`config.mk`:
```
export PLATFORM = sky130hd
export DESIGN_NAME = stable_priority_task_queue_flat
export DESIGN_NICKNAME = d
export VERILOG_FILES = /design/src/hw/rtl/spq_pkg.sv /design/src/hw/rtl/spq_req_if.sv /design/src/hw/rtl/spq_rsp_if.sv /design/src/hw/rtl/spq_cell.sv /design/src/hw/rtl/stable_priority_task_queue.sv /design/src/flat_wrapper.sv
export SDC_FILE = /design/constraint.sdc
export NUM_CORES = 1
export LEC_CHECK = 0
export BUFFER_PORTS_ARGS = -buffer_cell sky130_fd_sc_hd__buf_2
export CAP_MARGIN = 20
export CORE_MARGIN = 10
export CORE_UTILIZATION = 64
export DETAILED_ROUTE_END_ITERATION = 10
export PLACE_DENSITY = 0.81
export SLEW_MARGIN = 10
export SYNTH_ARGS = -nofsm -noshare
export SYNTH_HDL_FRONTEND = slang
export SYNTH_SLANG_ARGS = --single-unit
```
`constraint.sdc`:
```
create_clock -name clk -period 5.28 [get_ports clk]
set_input_delay 1.056 -clock clk [delete_from_list [all_inputs] [get_ports clk]]
set_output_delay 1.056 -clock clk [all_outputs]
set_load 0.005 [all_outputs]
```
`src/hw/rtl/spq_pkg.sv`:
```
// shared types, codes and sizes of the stable priority task queue
package spq_pkg;

	localparam int QUEUE_DEPTH_DEF = 16;
	localparam int PRIO_W          = 8;
	localparam int HANDLE_W        = 16;
	localparam int STATUS_W        = 2;
	localparam int OCC_W           = 5;

	typedef enum logic {
		OP_INSERT = 1'b0,
		OP_POP    = 1'b1
	} spq_op_t;

	typedef enum logic [STATUS_W-1:0] {
		ST_OK    = 2'd0,
		ST_FULL  = 2'd1,
		ST_EMPTY = 2'd2
	} spq_status_t;

	// command broadcast to every cell of the row
	typedef struct packed {
		logic                ins;
		logic                pop;
		logic [PRIO_W-1:0]   prio;
		logic [HANDLE_W-1:0] handle;
	} spq_ctl_t;

endpackage

```
`src/hw/rtl/spq_req_if.sv`:
```
// request channel: insert or pop command with task payload
interface spq_req_if;
	import spq_pkg::*;

	logic                valid;
	logic                ready;
	logic                opcode;
	logic [PRIO_W-1:0]   task_priority;
	logic [HANDLE_W-1:0] task_handle;

	modport source (output valid, output opcode, output task_priority, output task_handle,
		input ready);
	modport sink (input valid, input opcode, input task_priority, input task_handle,
		output ready);
endinterface

```
`src/hw/rtl/spq_rsp_if.sv`:
```
// result channel: status, popped task and occupancy
interface spq_rsp_if;
	import spq_pkg::*;

	logic                valid;
	logic                ready;
	logic [STATUS_W-1:0] status;
	logic [HANDLE_W-1:0] popped_handle;
	logic [PRIO_W-1:0]   popped_priority;
	logic [OCC_W-1:0]    occupancy;

	modport source (output valid, output status, output popped_handle,
		output popped_priority, output occupancy, input ready);
	modport sink (input valid, input status, input popped_handle,
		input popped_priority, input occupancy, output ready);
endinterface

```
`src/hw/rtl/spq_cell.sv`:
```
// one slot of the sorted row: holds a task and trades it with its neighbors
module spq_cell (
	input  logic                        clk,
	input  spq_pkg::spq_ctl_t           ctl,
	input  logic                        occupied,
	input  logic                        at_tail,
	input  logic                        left_move,
	input  logic [spq_pkg::PRIO_W-1:0]   left_prio,
	input  logic [spq_pkg::HANDLE_W-1:0] left_handle,
	input  logic [spq_pkg::PRIO_W-1:0]   right_prio,
	input  logic [spq_pkg::HANDLE_W-1:0] right_handle,
	output logic [spq_pkg::PRIO_W-1:0]   prio,
	output logic [spq_pkg::HANDLE_W-1:0] handle,
	output logic                        move
);
	import spq_pkg::*;

	logic [PRIO_W-1:0]   prio_q;
	logic [HANDLE_W-1:0] handle_q;
	logic [PRIO_W-1:0]   prio_d;
	logic [HANDLE_W-1:0] handle_d;

	// stored task is less urgent than the new one, so it steps one slot back
	assign move   = occupied && (prio_q > ctl.prio);
	assign prio   = prio_q;
	assign handle = handle_q;

	// pick the left neighbor, the new task, the right neighbor or hold
	always_comb begin
		prio_d   = prio_q;
		handle_d = handle_q;
		if (ctl.ins) begin
			if (left_move) begin
				prio_d   = left_prio;
				handle_d = left_handle;
			end else if (move || at_tail) begin
				prio_d   = ctl.prio;
				handle_d = ctl.handle;
			end
		end else if (ctl.pop) begin
			prio_d   = right_prio;
			handle_d = right_handle;
		end
	end

	// task storage
	always_ff @(posedge clk) begin
		prio_q   <= prio_d;
		handle_q <= handle_d;
	end
endmodule

```
`src/hw/rtl/stable_priority_task_queue.sv`:
```
// top level: row of queue cells, entry count and registered result
//
//  channel | dir | fields                                               | accepted when
//  req     | in  | opcode, task_priority, task_handle                   | valid && ready
//  rsp     | out | status, popped_handle, popped_priority, occupancy    | valid && ready
//
// all cells compare against the new priority at once and shift in the same edge,
// so a request can be taken in every cycle while the result side keeps up.
// the result is registered; req.ready stays high while that register is empty or is
// being taken, so a stalled result holds off only the following request.
// reset clears the entry count and the result valid; cell contents are not reset.
module stable_priority_task_queue #(
	parameter int QUEUE_DEPTH = spq_pkg::QUEUE_DEPTH_DEF
) (
	input  logic clk,
	input  logic arst_n,
	spq_req_if.sink   req,
	spq_rsp_if.source rsp
);
	import spq_pkg::*;

	localparam int CNT_W = $clog2(QUEUE_DEPTH + 1);

	logic [CNT_W-1:0]    count_q;
	logic [CNT_W-1:0]    count_d;
	logic                rsp_valid_q;
	spq_status_t         status_q;
	logic [HANDLE_W-1:0] handle_q;
	logic [PRIO_W-1:0]   prio_q;
	logic [OCC_W-1:0]    occ_q;

	logic accept;
	logic full;
	logic empty;
	logic is_pop;
	spq_ctl_t ctl;

	logic [PRIO_W-1:0]   cell_prio   [QUEUE_DEPTH];
	logic [HANDLE_W-1:0] cell_handle [QUEUE_DEPTH];
	logic [QUEUE_DEPTH-1:0] cell_move;
	logic [QUEUE_DEPTH-1:0] cell_occ;
	logic [QUEUE_DEPTH-1:0] cell_tail;

	// handshake and queue status
	assign req.ready = !rsp_valid_q || rsp.ready;
	assign accept    = req.valid && req.ready;
	assign full      = (count_q == CNT_W'(QUEUE_DEPTH));
	assign empty     = (count_q == '0);
	assign is_pop    = (req.opcode == OP_POP);

	// command to the cells
	always_comb begin
		ctl.ins    = accept && !is_pop && !full;
		ctl.pop    = accept && is_pop && !empty;
		ctl.prio   = req.task_priority;
		ctl.handle = req.task_handle;
	end

	// row of cells, head at index zero
	for (genvar i = 0; i < QUEUE_DEPTH; i++) begin : g_cell
		assign cell_occ[i]  = (CNT_W'(i) < count_q);
		assign cell_tail[i] = (CNT_W'(i) == count_q);

		if (i == 0) begin : g_head
			spq_cell u_cell (
				.clk          (clk),
				.ctl          (ctl),
				.occupied     (cell_occ[i]),
				.at_tail      (cell_tail[i]),
				.left_move    (1'b0),
				.left_prio    ('0),
				.left_handle  ('0),
				.right_prio   (cell_prio[i+1]),
				.right_handle (cell_handle[i+1]),
				.prio         (cell_prio[i]),
				.handle       (cell_handle[i]),
				.move         (cell_move[i])
			);
		end else if (i == QUEUE_DEPTH - 1) begin : g_last
			spq_cell u_cell (
				.clk          (clk),
				.ctl          (ctl),
				.occupied     (cell_occ[i]),
				.at_tail      (cell_tail[i]),
				.left_move    (cell_move[i-1]),
				.left_prio    (cell_prio[i-1]),
				.left_handle  (cell_handle[i-1]),
				.right_prio   (cell_prio[i]),
				.right_handle (cell_handle[i]),
				.prio         (cell_prio[i]),
				.handle       (cell_handle[i]),
				.move         (cell_move[i])
			);
		end else begin : g_mid
			spq_cell u_cell (
				.clk          (clk),
				.ctl          (ctl),
				.occupied     (cell_occ[i]),
				.at_tail      (cell_tail[i]),
				.left_move    (cell_move[i-1]),
				.left_prio    (cell_prio[i-1]),
				.left_handle  (cell_handle[i-1]),
				.right_prio   (cell_prio[i+1]),
				.right_handle (cell_handle[i+1]),
				.prio         (cell_prio[i]),
				.handle       (cell_handle[i]),
				.move         (cell_move[i])
			);
		end
	end

	// next entry count
	always_comb begin
		count_d = count_q;
		if (ctl.ins) begin
			count_d = count_q + CNT_W'(1);
		end else if (ctl.pop) begin
			count_d = count_q - CNT_W'(1);
		end
	end

	// entry count and result valid
	always_ff @(posedge clk or negedge arst_n) begin
		if (!arst_n) begin
			count_q     <= '0;
			rsp_valid_q <= 1'b0;
		end else begin
			count_q <= count_d;
			if (accept) begin
				rsp_valid_q <= 1'b1;
			end else if (rsp.ready) begin
				rsp_valid_q <= 1'b0;
			end
		end
	end

	// result payload
	always_ff @(posedge clk) begin
		if (accept) begin
			occ_q <= OCC_W'(count_d);
			if (!is_pop) begin
				status_q <= full ? ST_FULL : ST_OK;
				handle_q <= '0;
				prio_q   <= '0;
			end else if (empty) begin
				status_q <= ST_EMPTY;
				handle_q <= '0;
				prio_q   <= '0;
			end else begin
				status_q <= ST_OK;
				handle_q <= cell_handle[0];
				prio_q   <= cell_prio[0];
			end
		end
	end

	assign rsp.valid           = rsp_valid_q;
	assign rsp.status          = status_q;
	assign rsp.popped_handle   = handle_q;
	assign rsp.popped_priority = prio_q;
	assign rsp.occupancy       = occ_q;

	// count never passes the depth
	a_count_bound: assert property (@(posedge clk) disable iff (!arst_n)
		count_q <= CNT_W'(QUEUE_DEPTH))
		else $error("entry count beyond queue depth");

	// a dropped insert leaves the count alone
	a_full_hold: assert property (@(posedge clk) disable iff (!arst_n)
		accept && !is_pop && full |=> $stable(count_q))
		else $error("count changed on dropped insert");

	// a pop on a filled queue reports ok
	a_pop_ok: assert property (@(posedge clk) disable iff (!arst_n)
		accept && is_pop && !empty |=> rsp.valid && rsp.status == ST_OK)
		else $error("pop on filled queue not reported ok");

	// the two front entries stay in order
	a_head_sorted: assert property (@(posedge clk) disable iff (!arst_n)
		count_q >= CNT_W'(2) |-> cell_prio[0] <= cell_prio[1])
		else $error("head entries out of order");
endmodule

```
`src/flat_wrapper.sv`:
```
// flat-port wrapper written by rule: the top's interface ports become plain ports
module stable_priority_task_queue_flat import spq_pkg::*;
#(
	parameter int QUEUE_DEPTH = spq_pkg::QUEUE_DEPTH_DEF
)
  (clk, arst_n, req_valid, req_opcode, req_task_priority, req_task_handle, req_ready, rsp_valid, rsp_status, rsp_popped_handle, rsp_popped_priority, rsp_occupancy, rsp_ready);
  spq_req_if req_i ();
  spq_rsp_if rsp_i ();
  input  logic clk;
  input  logic arst_n;
  input wire logic [$bits(req_i.valid)-1:0] req_valid;
  input wire logic [$bits(req_i.opcode)-1:0] req_opcode;
  input wire logic [$bits(req_i.task_priority)-1:0] req_task_priority;
  input wire logic [$bits(req_i.task_handle)-1:0] req_task_handle;
  output wire logic [$bits(req_i.ready)-1:0] req_ready;
  output wire logic [$bits(rsp_i.valid)-1:0] rsp_valid;
  output wire logic [$bits(rsp_i.status)-1:0] rsp_status;
  output wire logic [$bits(rsp_i.popped_handle)-1:0] rsp_popped_handle;
  output wire logic [$bits(rsp_i.popped_priority)-1:0] rsp_popped_priority;
  output wire logic [$bits(rsp_i.occupancy)-1:0] rsp_occupancy;
  input wire logic [$bits(rsp_i.ready)-1:0] rsp_ready;
  assign req_i.valid = req_valid;
  assign req_i.opcode = req_opcode;
  assign req_i.task_priority = req_task_priority;
  assign req_i.task_handle = req_task_handle;
  assign req_ready = req_i.ready;
  assign rsp_valid = rsp_i.valid;
  assign rsp_status = rsp_i.status;
  assign rsp_popped_handle = rsp_i.popped_handle;
  assign rsp_popped_priority = rsp_i.popped_priority;
  assign rsp_occupancy = rsp_i.occupancy;
  assign rsp_i.ready = rsp_ready;
  stable_priority_task_queue #(.QUEUE_DEPTH(QUEUE_DEPTH)) u_core (.clk(clk), .arst_n(arst_n), .req(req_i), .rsp(rsp_i));
endmodule
```
; Word level (Yosys, flattened, before mapping)
; Cells that the tools add are included.
; W data, S select, Z words.
[word_totals]
reg_bits = 421
output_inout_bits = 33
wordCells = 296
[op_classes]
addsub = 2
n_lt_le_gt_ge = 32
eq_ne = 31
n_mux = 129
bitwise = 1
n_reduce_logical = 63
[op_table]
columns = operator, n
row1 = $mux W16, 61
row2 = $mux W8, 61
row3 = $gt A8 B8 Y1, 16
row4 = $ne A3 B3 Y1 const B, 14
row5 = $eq A4 B5 Y1 const A, 8
row6 = $lt A4 B5 Y1 const A, 8
row7 = $reduce_and A2 Y1, 16
row8 = $logic_and A1 B1 Y1, 21
row9 = $eq A3 B5 Y1 const A, 4
row10 = $lt A3 B5 Y1 const A, 4
row11 = $logic_or A1 B1 Y1, 17
row12 = $eq A2 B5 Y1 const A, 2
row13 = $lt A1 B5 Y1 const A, 2
row14 = $lt A2 B5 Y1 const A, 2
row15 = $mux W5, 2
row16 = $reduce_bool A2 Y1, 3
row17 = $add A5 B1 Y5 const B, 1
row18 = $eq A1 B5 Y1 const A, 1
row19 = $eq A5 B5 Y1 const B, 1
row20 = $logic_not A5 Y1, 1
row21 = $sub A5 B1 Y5 const B, 1
row22 = $logic_not A1 Y1, 4
row23 = $mux W2, 2
row24 = $mux W1, 3
row25 = 3 further kinds, 3

; Logic depth before layout (Yosys ltp)
; Gate-level depths: netlist of run 1.
[logic_depth]
ltp_word = 7
depth_mapped = 10
ltp_nobuf = 7

; Cells and area by module
; A second synthesis of run 1 with hierarchy kept.
[unflattened]
hier_cells = 2356
area_unflattened_um2 = 25612.1
[by_module_without_submodules]
columns = module, n_inst, cells_each, area_per_inst_um2, seq_area_each_um2
row1 = spq_cell (u_core.g_cell[0].g_head.u_cell ...), 14, 138, 1490.2, 720.7
row2 = spq_cell (u_core.g_cell[8].g_mid.u_cell ...), 2, 138, 1473.9, 720.7
row3 = stable_priority_task_queue, 1, 148, 1801.7, 1081.0

; Worst setup path before layout of run 1
; No wires, ideal clock.
[synth_timing]
path_kind = input port to flip-flop
start = in req_valid
end = reg u_core.g_cell[0].g_head.u_cell.handle_q[0], enable pin
setup_ns = 0.438
t_arrival_ns = 5.018
required_ns = 4.842
setup_slack_ns = -0.177
stages = 6
n_path_buf = 2
cell_sequence = inv_1 nor2_1 nand2_1 clkbuf_1 buf_2 o21ai_0
[synth_via]
elab_chain_cells = 5
elab_cells_between_ends = 8
cone_classes = eq/ne (1) / reduce/logical (7)
[synth_rtl]
columns = element, line_no
row1 = "start, declared", flat_wrapper.sv:11  ; input wire logic [$bits(req_i.valid)-1:0] req_valid;
row2 = $logic_and A1 B1 Y1 (*), stable_priority_task_queue.sv:46  ; assign accept = req.valid && req.ready;
row3 = via u_core.accept, stable_priority_task_queue.sv:32  ; logic accept;
row4 = "$logic_and A1 B1 Y1, on equally long branches (2 in a row)", "stable_priority_task_queue.sv:53, stable_priority_task_queue.sv:54"
row5 = $ne A2 B2 Y1 (no line) / $reduce_bool A2 Y1 (equally long branches), --
row6 = $reduce_and A2 Y1 (no line) (*), --
row7 = "end signal, assigned", spq_cell.sv:49  ; handle_q <= handle_d;
row8 = "end, declared", spq_cell.sv:19  ; logic [HANDLE_W-1:0] handle_q;
; Mark *: on every way through the listed nets, which the timed path passes. The rest lies on a longest branch.
; A chain may end at the register's enable or synchronous reset.

; Worst setup path in the final report of run 1
[layout_timing]
start = in req_task_priority[1]
end = reg u_core.g_cell[1].g_mid.u_cell.handle_q[15] (data pin)
[layout_via]
elab_chain_cells = 4
[layout_rtl]
columns = element, line_no
row1 = "start, declared", flat_wrapper.sv:13  ; input wire logic [$bits(req_i.task_priority)-1:0] req_task_priority;
row2 = $gt A8 B8 Y1, spq_cell.sv:24  ; assign move = occupied && (prio_q > ctl.prio);
row3 = $logic_and A1 B1 Y1, spq_cell.sv:24
row4 = $mux W16, spq_cell.sv:33  ; if (left_move) begin
row5 = $mux W16, spq_cell.sv:32  ; if (ctl.ins) begin
row6 = via u_core.g_cell[1].g_mid.u_cell.handle_d[15], spq_cell.sv:21  ; logic [HANDLE_W-1:0] handle_d;
row7 = "end signal, assigned", spq_cell.sv:49
row8 = "end, declared", spq_cell.sv:19
; The timed path passes the listed nets, and every way through them passes these cells.

==> results of run 1 <==
cell type report:
| class | instances | area, µm² | share of cell area |
|---|---|---|---|
| sequential | 421 | 12600 | 0.484 |
| clock inverter | 22 | 116 | 0.00447 |
| tap | 511 | 639 | 0.0245 |
| clock buffer | 61 | 1210 | 0.0463 |
| timing repair buffer | 132 | 883 | 0.0339 |
| inverter | 30 | 113 | 0.00432 |
| multi-input combinational | 1556 | 10500 | 0.402 |
critical path, cell delays in order:
cell,delay (ns)
buf_2,0.12
inv_1,0.65
buf_4,0.26
ha_1,0.24
and4_1,0.18
a22oi_1,0.18
o31a_1,0.18
buf_4,0.28
and2_1,0.84
o211ai_1,0.20
how the worst min path moves through the flow:
stage | startpoint | endpoint | slack (ns)
6_report | arst_n | u_core.count_q[0]$_DFF_PN0_ | 0.29
3_5_place_dp | u_core.g_cell[1].g_mid.u_cell.handle[0]$_DFFE_PP_ | u_core.g_cell[0].g_head.u_cell.handle[0]$_DFFE_PP_ | 0.54
4_1_cts | arst_n | u_core.count_q[0]$_DFF_PN0_ | 0.28
2_1_floorplan | u_core.g_cell[1].g_mid.u_cell.handle[0]$_DFFE_PP_ | u_core.g_cell[0].g_head.u_cell.handle[0]$_DFFE_PP_ | 0.52
3_3_place_gp | u_core.g_cell[15].g_last.u_cell.handle[0]$_DFFE_PP_ | u_core.g_cell[14].g_mid.u_cell.handle[0]$_DFFE_PP_ | 0.53
5_1_grt | arst_n | u_core.count_q[4]$_DFF_PN0_ | 0.29
logic make-up after synthesis:
| family | count (synthesis) | share of synthesized area |
|---|---|---|
| mux | 24 | 0.0112 |
| flops | 421 | 0.523 |
| compound gates | 563 | 0.172 |
| buf+inv | 266 | 0.0480 |
| xor+xnor | 4 | 0.00145 |
| simple gates | 832 | 0.175 |
| fa+ha+maj | 133 | 0.0690 |
flip-flops by register name, summed over array words and instances, names as in the netlist:
signal and cells:
u_core.count_q 5, u_core.g_cell.g_head.u_cell.handle 16, u_core.g_cell.g_head.u_cell.prio 8, u_core.g_cell.g_last.u_cell.handle 16
u_core.g_cell.g_last.u_cell.prio 8, u_core.g_cell.g_mid.u_cell.handle 224, u_core.g_cell.g_mid.u_cell.prio 112, u_core.rsp.occupancy 5
u_core.rsp.popped_handle 16, u_core.rsp.popped_priority 8, u_core.rsp.status 2, u_core.rsp.valid 1
per-layer routing:
metal	GRT usage	vias to the layer above
li1	-	8709
met1	0.372	9162
met2	0.428	1126
met3	0.0444	127
met4	0.0922	0
met5	0	-
power breakdown:
part	switching (mW)	internal, mW	total, mW
sequential	0.408	4.53	4.94
combinational	2.14	1.01	3.15
clock	1.32	1.60	2.92
synthesized netlist by cell type, types with 10 or more instances:
cell,n
nand2_1,424
edfxtp_1,415
nand4_1,251
o211ai_1,247
clkbuf_1,137
ha_1,133
a21oi_1,128
a221o_1,96
buf_2,82
and2_1,57
inv_1,30
nor2_1,30
mux2_2,24
and4_1,23
o21ai_0,19
nor2b_1,18
a211oi_1,14
a41oi_1,14
o221ai_1,10
==> reports/qor.yml, run 1 <==
ff2ff_path_depth: 9
hold_violations: 0
worstSetupEndpoint: "u_core.g_cell[1].g_mid.u_cell.handle[15]$_DFFE_PP_"
drive_above_1_share: 0.109
path_clk_slew_ns: 0.06
die_w_um: 214
hpwlAfterDp_mm: 46.4
grt_pass1_wl_mm: 102
tightestPinTransition_ns: 1.03
grt_overflow: 0
diodes: 0
irDropWorstVdd_mv: 0.262
cap_violations: 0
synth_area_leaders: "edfxtp_1 52%, o211ai_1 7.7%, ha_1 6.9%"
wl_mm: 64.7
fillers: 2732
die_y_um: 214
dr_wl_met2_mm: 30.0
final_design_area_no_fill_um2: 26100
synth_seq_area_share: 0.523
tritoncts: "yes"
grt_use_total: 0.270
grt_max_degree: 152
postRouteAntennaNets: 0
p_leak_nw: 9.08
clockBufferDepth: 3
viasPerCell: 7.00
synth_cells: 2243
clkSinkCount: 421
report.final.slew_viol_count: 0
min_period_over_period: 0.746
first_iter_violations: 2487
area_delta_synth_final_pct: 8.07
slew-limit-headroom: 0.310
power.density_nw_per_um2: 423
wl_met1_mm: 26.3
cts_resized: 0
finalNetCount: 2349
mostFrequentLayoutCell: "nand2_1"
die_area_um2: 45800
wl_met3_mm: 6.72
fmaxAchievable_mhz: 254
yosysTopAreaCell: "edfxtp_1"
worst_r2r_startpoint: "u_core.count_q[1]$_DFF_PN0_"
rsz0062_at_grt: "false"
post_cts_buffers: 0
synth_edf_count: 415
cts-hold-fix-buffers: 0
hold_class: "primary input to async pin"
r2r-end: "u_core.g_cell[2].g_mid.u_cell.handle[12]$_DFFE_PP_"
clk_latency_ns: 0.59
fp.coreArea_um2: 37400
fin_cells: 2733
cts-htree-levels: 2
path_max_fanout: 26
yosysUniqueCellTypes: 51
cts_buffers: 46
syn_nets: 2405
synth_top_area_share: 0.517
startpoint: "req_task_priority[1]"
yosys_most_used_dff: "edfxtp_1"
syn_area_um2: 24100
grt_pass1_vias: 18459
wire_per_inst_um: 23.7
dr.pass1.iters: 8
row_count: 71
vias: 19124
globalplace.congestion: 0.938
antenna_found_initial: 0
dpl_cell_area_um2: 24700
synth_area_per_cell_um2: 10.7
cts_root_buffer: "clkbuf_16"
start_util: 0.645
worst_clock_skew_ns: 0.0182
placedCellCount: 2648
finalCoreUtilization: 0.697
whs_ns: 0.291
rrSetupSlack_ns: 1.70
ys_seq_elements: 421
endpoint_kind: "flip-flop"
power_mw: 11.0
status: "complete, no violations"
setup_tns_ns: 0
dp_slack_ns: 0.815
worst_slack_ns: 1.34
path_class: "primary input to flip-flop"
pin_count: 62
arrival_ns: 4.23
async_flop_share: 0.0143
synth-warning-count: 0
setup_viol: 0
drc: 0
cp-start-kind: "primary input"
top_layer: "met4"
mostFrequentLayoutCells: "423 x nand2_1, 415 x edfxtp_1, 251 x nand4_1"
period_needed_ns: 3.94
port_buffers: 61
critPathRequiredTime_ns: 5.57
(Power assumes the default switching activity.)
==> run 2: changes to the inputs <==
ABC_AREA = 1   (was default)
CORE_UTILIZATION = 58   (was 64)
PLACE_DENSITY = 0.78   (was 0.81)
clock period = 3.3 ns   (was 5.28 ns; I/O delays follow)
==> run 2 against run 1 <==
Net effect: routed wire length rose by 23%; clock power rose by 80%; worst setup slack got worse by 0.89 ns; utilization shrank 5.6 points; synthesized area grew 10%; total power up 100%.
==> reports/qor.yml, run 2 <==
syn_nets: 3548  # +48%
start_util: 0.587  # -0.0582
synth_cells: 3386  # +51%
dr.pass1.iters: 6  # -2
setup_viol: 0  # unchanged
cp_slowest_cell: "dfrtp_1"
finalCoreUtilization: 0.641  # -0.0558
worst_clock_skew_ns: 0.0251  # +0.00688 ns
grt_max_degree: 193  # +27%
final_design_area_no_fill_um2: 29100  # +12%
die_w_um: 234  # +9.4%
slew-limit-headroom: 0.296  # -0.0139
clkSinkCount: 421  # unchanged
ys_seq_elements: 421  # unchanged
placedCellCount: 3937  # +49%
die_area_um2: 54900  # +20%
async_flop_share: 0.0143  # unchanged
wl_mm: 79.8  # +23%
worst_path_most_repeated_cell: "buf_12"
grt_pass1_wl_mm: 124  # +22%
area_delta_synth_final_pct: 9.28
first_iter_violations: 3001  # +21%
syn_area_um2: 26600  # +10%
min_period_over_period: 0.864
cap_violations: 0  # unchanged
critPathRequiredTime_ns: 3.76  # -1.81 ns
synth_area_leaders: "edfxtp_1 47%, nand2_1 18%, nand3_1 12%"
drive_above_1_share: 0.0859  # -0.0235
pin_count: 62  # unchanged
dp_slack_ns: 0.245  # -0.569 ns
endpoint_kind: "flip-flop"
grt_use_total: 0.286  # +0.0157
cts-htree-levels: 2  # unchanged
path_max_fanout: 150  # +480%
synth_most_common_cell: "nand2_1"
wire_per_inst_um: 19.8  # -16%
status: "complete, no violations"
slowest_delay_ns: 0.66  # -0.18 ns
path_class: "flip-flop to flip-flop"
fmaxAchievable_mhz: 351
synth_edf_count: 415  # unchanged
path_delay_family: "buffers and inverters"
period_needed_ns: 2.85
synth_area_per_cell_um2: 7.86  # -27%
port_buffers: 61  # unchanged
worst_slack_ns: 0.448  # -0.892 ns
report.final.slew_viol_count: 0  # unchanged
vias: 23985  # +25%
synth-warning-count: 0  # unchanged
grt_pass1_vias: 23705  # +28%
critPathBufInv: 3  # -1
synth_seq_area_share: 0.474  # -0.0492
postRouteAntennaNets: 0  # unchanged
path_cells: "nor2_4 -> nand3_2 -> nand3_4 -> inv_8 -> buf_12 -> buf_12 -> nand3_1 -> nand2_1"
clockBufferDepth: 3  # unchanged
cts_root_buffer: "clkbuf_16"
finalNetCount: 3549  # +51%
diodes: 0  # unchanged
mostFrequentLayoutCells: "1254 x nand2_1, 660 x nand3_1, 415 x edfxtp_1"
grt_overflow: 0  # unchanged
p_leak_nw: 14.2  # +56%
yosysTopAreaCell: "edfxtp_1"
fin_cells: 4024  # +47%
mostFrequentLayoutCell: "nand2_1"
dpl_cell_area_um2: 27600  # +12%
arrival_ns: 3.32  # -0.91 ns
post_cts_buffers: 0  # unchanged
path_clk_slew_ns: 0.06  # about the same
cts_resized: 0  # unchanged
globalplace.congestion: 0.890  # -5.1%
cts-hold-fix-buffers: 1  # +1
hold_violations: 0  # unchanged
tightestPinTransition_ns: 1.05  # +0.0196 ns
synth_common_cells: "1254 x nand2_1, 660 x nand3_1, 415 x edfxtp_1, 390 x inv_1, 133 x ha_1"
synth_top_area_share: 0.468  # -0.0487
cts_buffers: 47  # +2.2%
rsz0062_at_grt: "false"
fp.coreArea_um2: 45400  # +21%
antenna_found_initial: 0  # unchanged
hpwlAfterDp_mm: 53.6  # +16%
clk_latency_ns: 0.60  # about the same
setup_tns_ns: 0  # unchanged
tritoncts: "yes"
largest_register_ffs: 224  # unchanged
irDropWorstVdd_mv: 0.441  # +68%
die_y_um: 234  # +9.4%
hold_class: "primary input to flip-flop"
yosys_most_used_dff: "edfxtp_1"
drc: 0  # unchanged
row_count: 78  # +9.9%
cp-start-kind: "flip-flop"
yosysUniqueCellTypes: 38  # -25%
viasPerCell: 5.96  # -15%
power.density_nw_per_um2: 755  # +79%
-- run 2: cell count changes after synthesis, moves of 96 or more --
cell      change
inv_1       +360
nand4_1     -246
o211ai_1    -247
a221o_1      -96
nand3_1     +652
nand2_1     +830
-- run 2: kinds of logic after synthesis --
kind of cell,count (synthesis),share of synthesized area
simple gates,2095,0.338
buf+inv,611,0.0970
flops,421,0.474
fa+ha+maj,133,0.0625
compound gates,122,0.0270
xor+xnor,4,0.00132
-- run 2: routing by layer --
metal	vias up	wire, µm	global-route usage	part of all wire
met5	-	0	0	0
met4	0	4810	0.173	0.060
met3	321	7000	0.0587	0.088
met2	1324	38800	0.481	0.49
met1	11338	29200	0.333	0.37
li1	11002	-	-	-
-- run 2: area by class of cell --
class | count | area [µm²]
multi-input combinational | 2354 | 11500
sequential | 421 | 12600
timing repair buffer | 153 | 1120
clock inverter | 31 | 282
tap | 600 | 751
clock buffer | 55 | 1230
fill | 3798 | 16300
inverter | 410 | 1550
-- run 2: metrics by stage --
step                      power (mW)  hold slack, ns
final                           22.0           0.348
after floorplan                 14.3           0.364
after global placement          16.2           0.489
after CTS                       21.8           0.320
after detailed placement        16.5           0.496
after global routing            23.2           0.352
-- run 2: worst min-delay path, stage by stage --
cell	delay [ns]
buf_2	0.08
nand2_1	0.09
nand2_1	0.07
-- run 2: final timing paths --
path	slack, ns	to	start	cells after the start
worst max-delay path	0.45	u_core.g_cell[8].g_mid.u_cell.handle[4]$_DFFE_PP_	u_core.count_q[2]$_DFF_PN0_	8
worst min-delay path	0.35	u_core.rsp.valid$_DFFE_PN0P_	req_valid	3
worst max register to register	0.45	u_core.g_cell[8].g_mid.u_cell.handle[4]$_DFFE_PP_	u_core.count_q[2]$_DFF_PN0_	8
worst min register to register	0.53	u_core.g_cell[14].g_mid.u_cell.handle[8]$_DFFE_PP_	u_core.g_cell[15].g_last.u_cell.handle[8]$_DFFE_PP_	2
max in group asynchronous	2.72	u_core.count_q[4]$_DFF_PN0_	arst_n	2
min in group asynchronous	0.42	u_core.count_q[2]$_DFF_PN0_	arst_n	2
-- run 2: where the power goes --
group          switching (mW)  internal, mW  total [mW]
Sequential              0.850          7.60        8.45
Combinational            5.79          2.47        8.25
Clock                    2.29          2.99        5.27
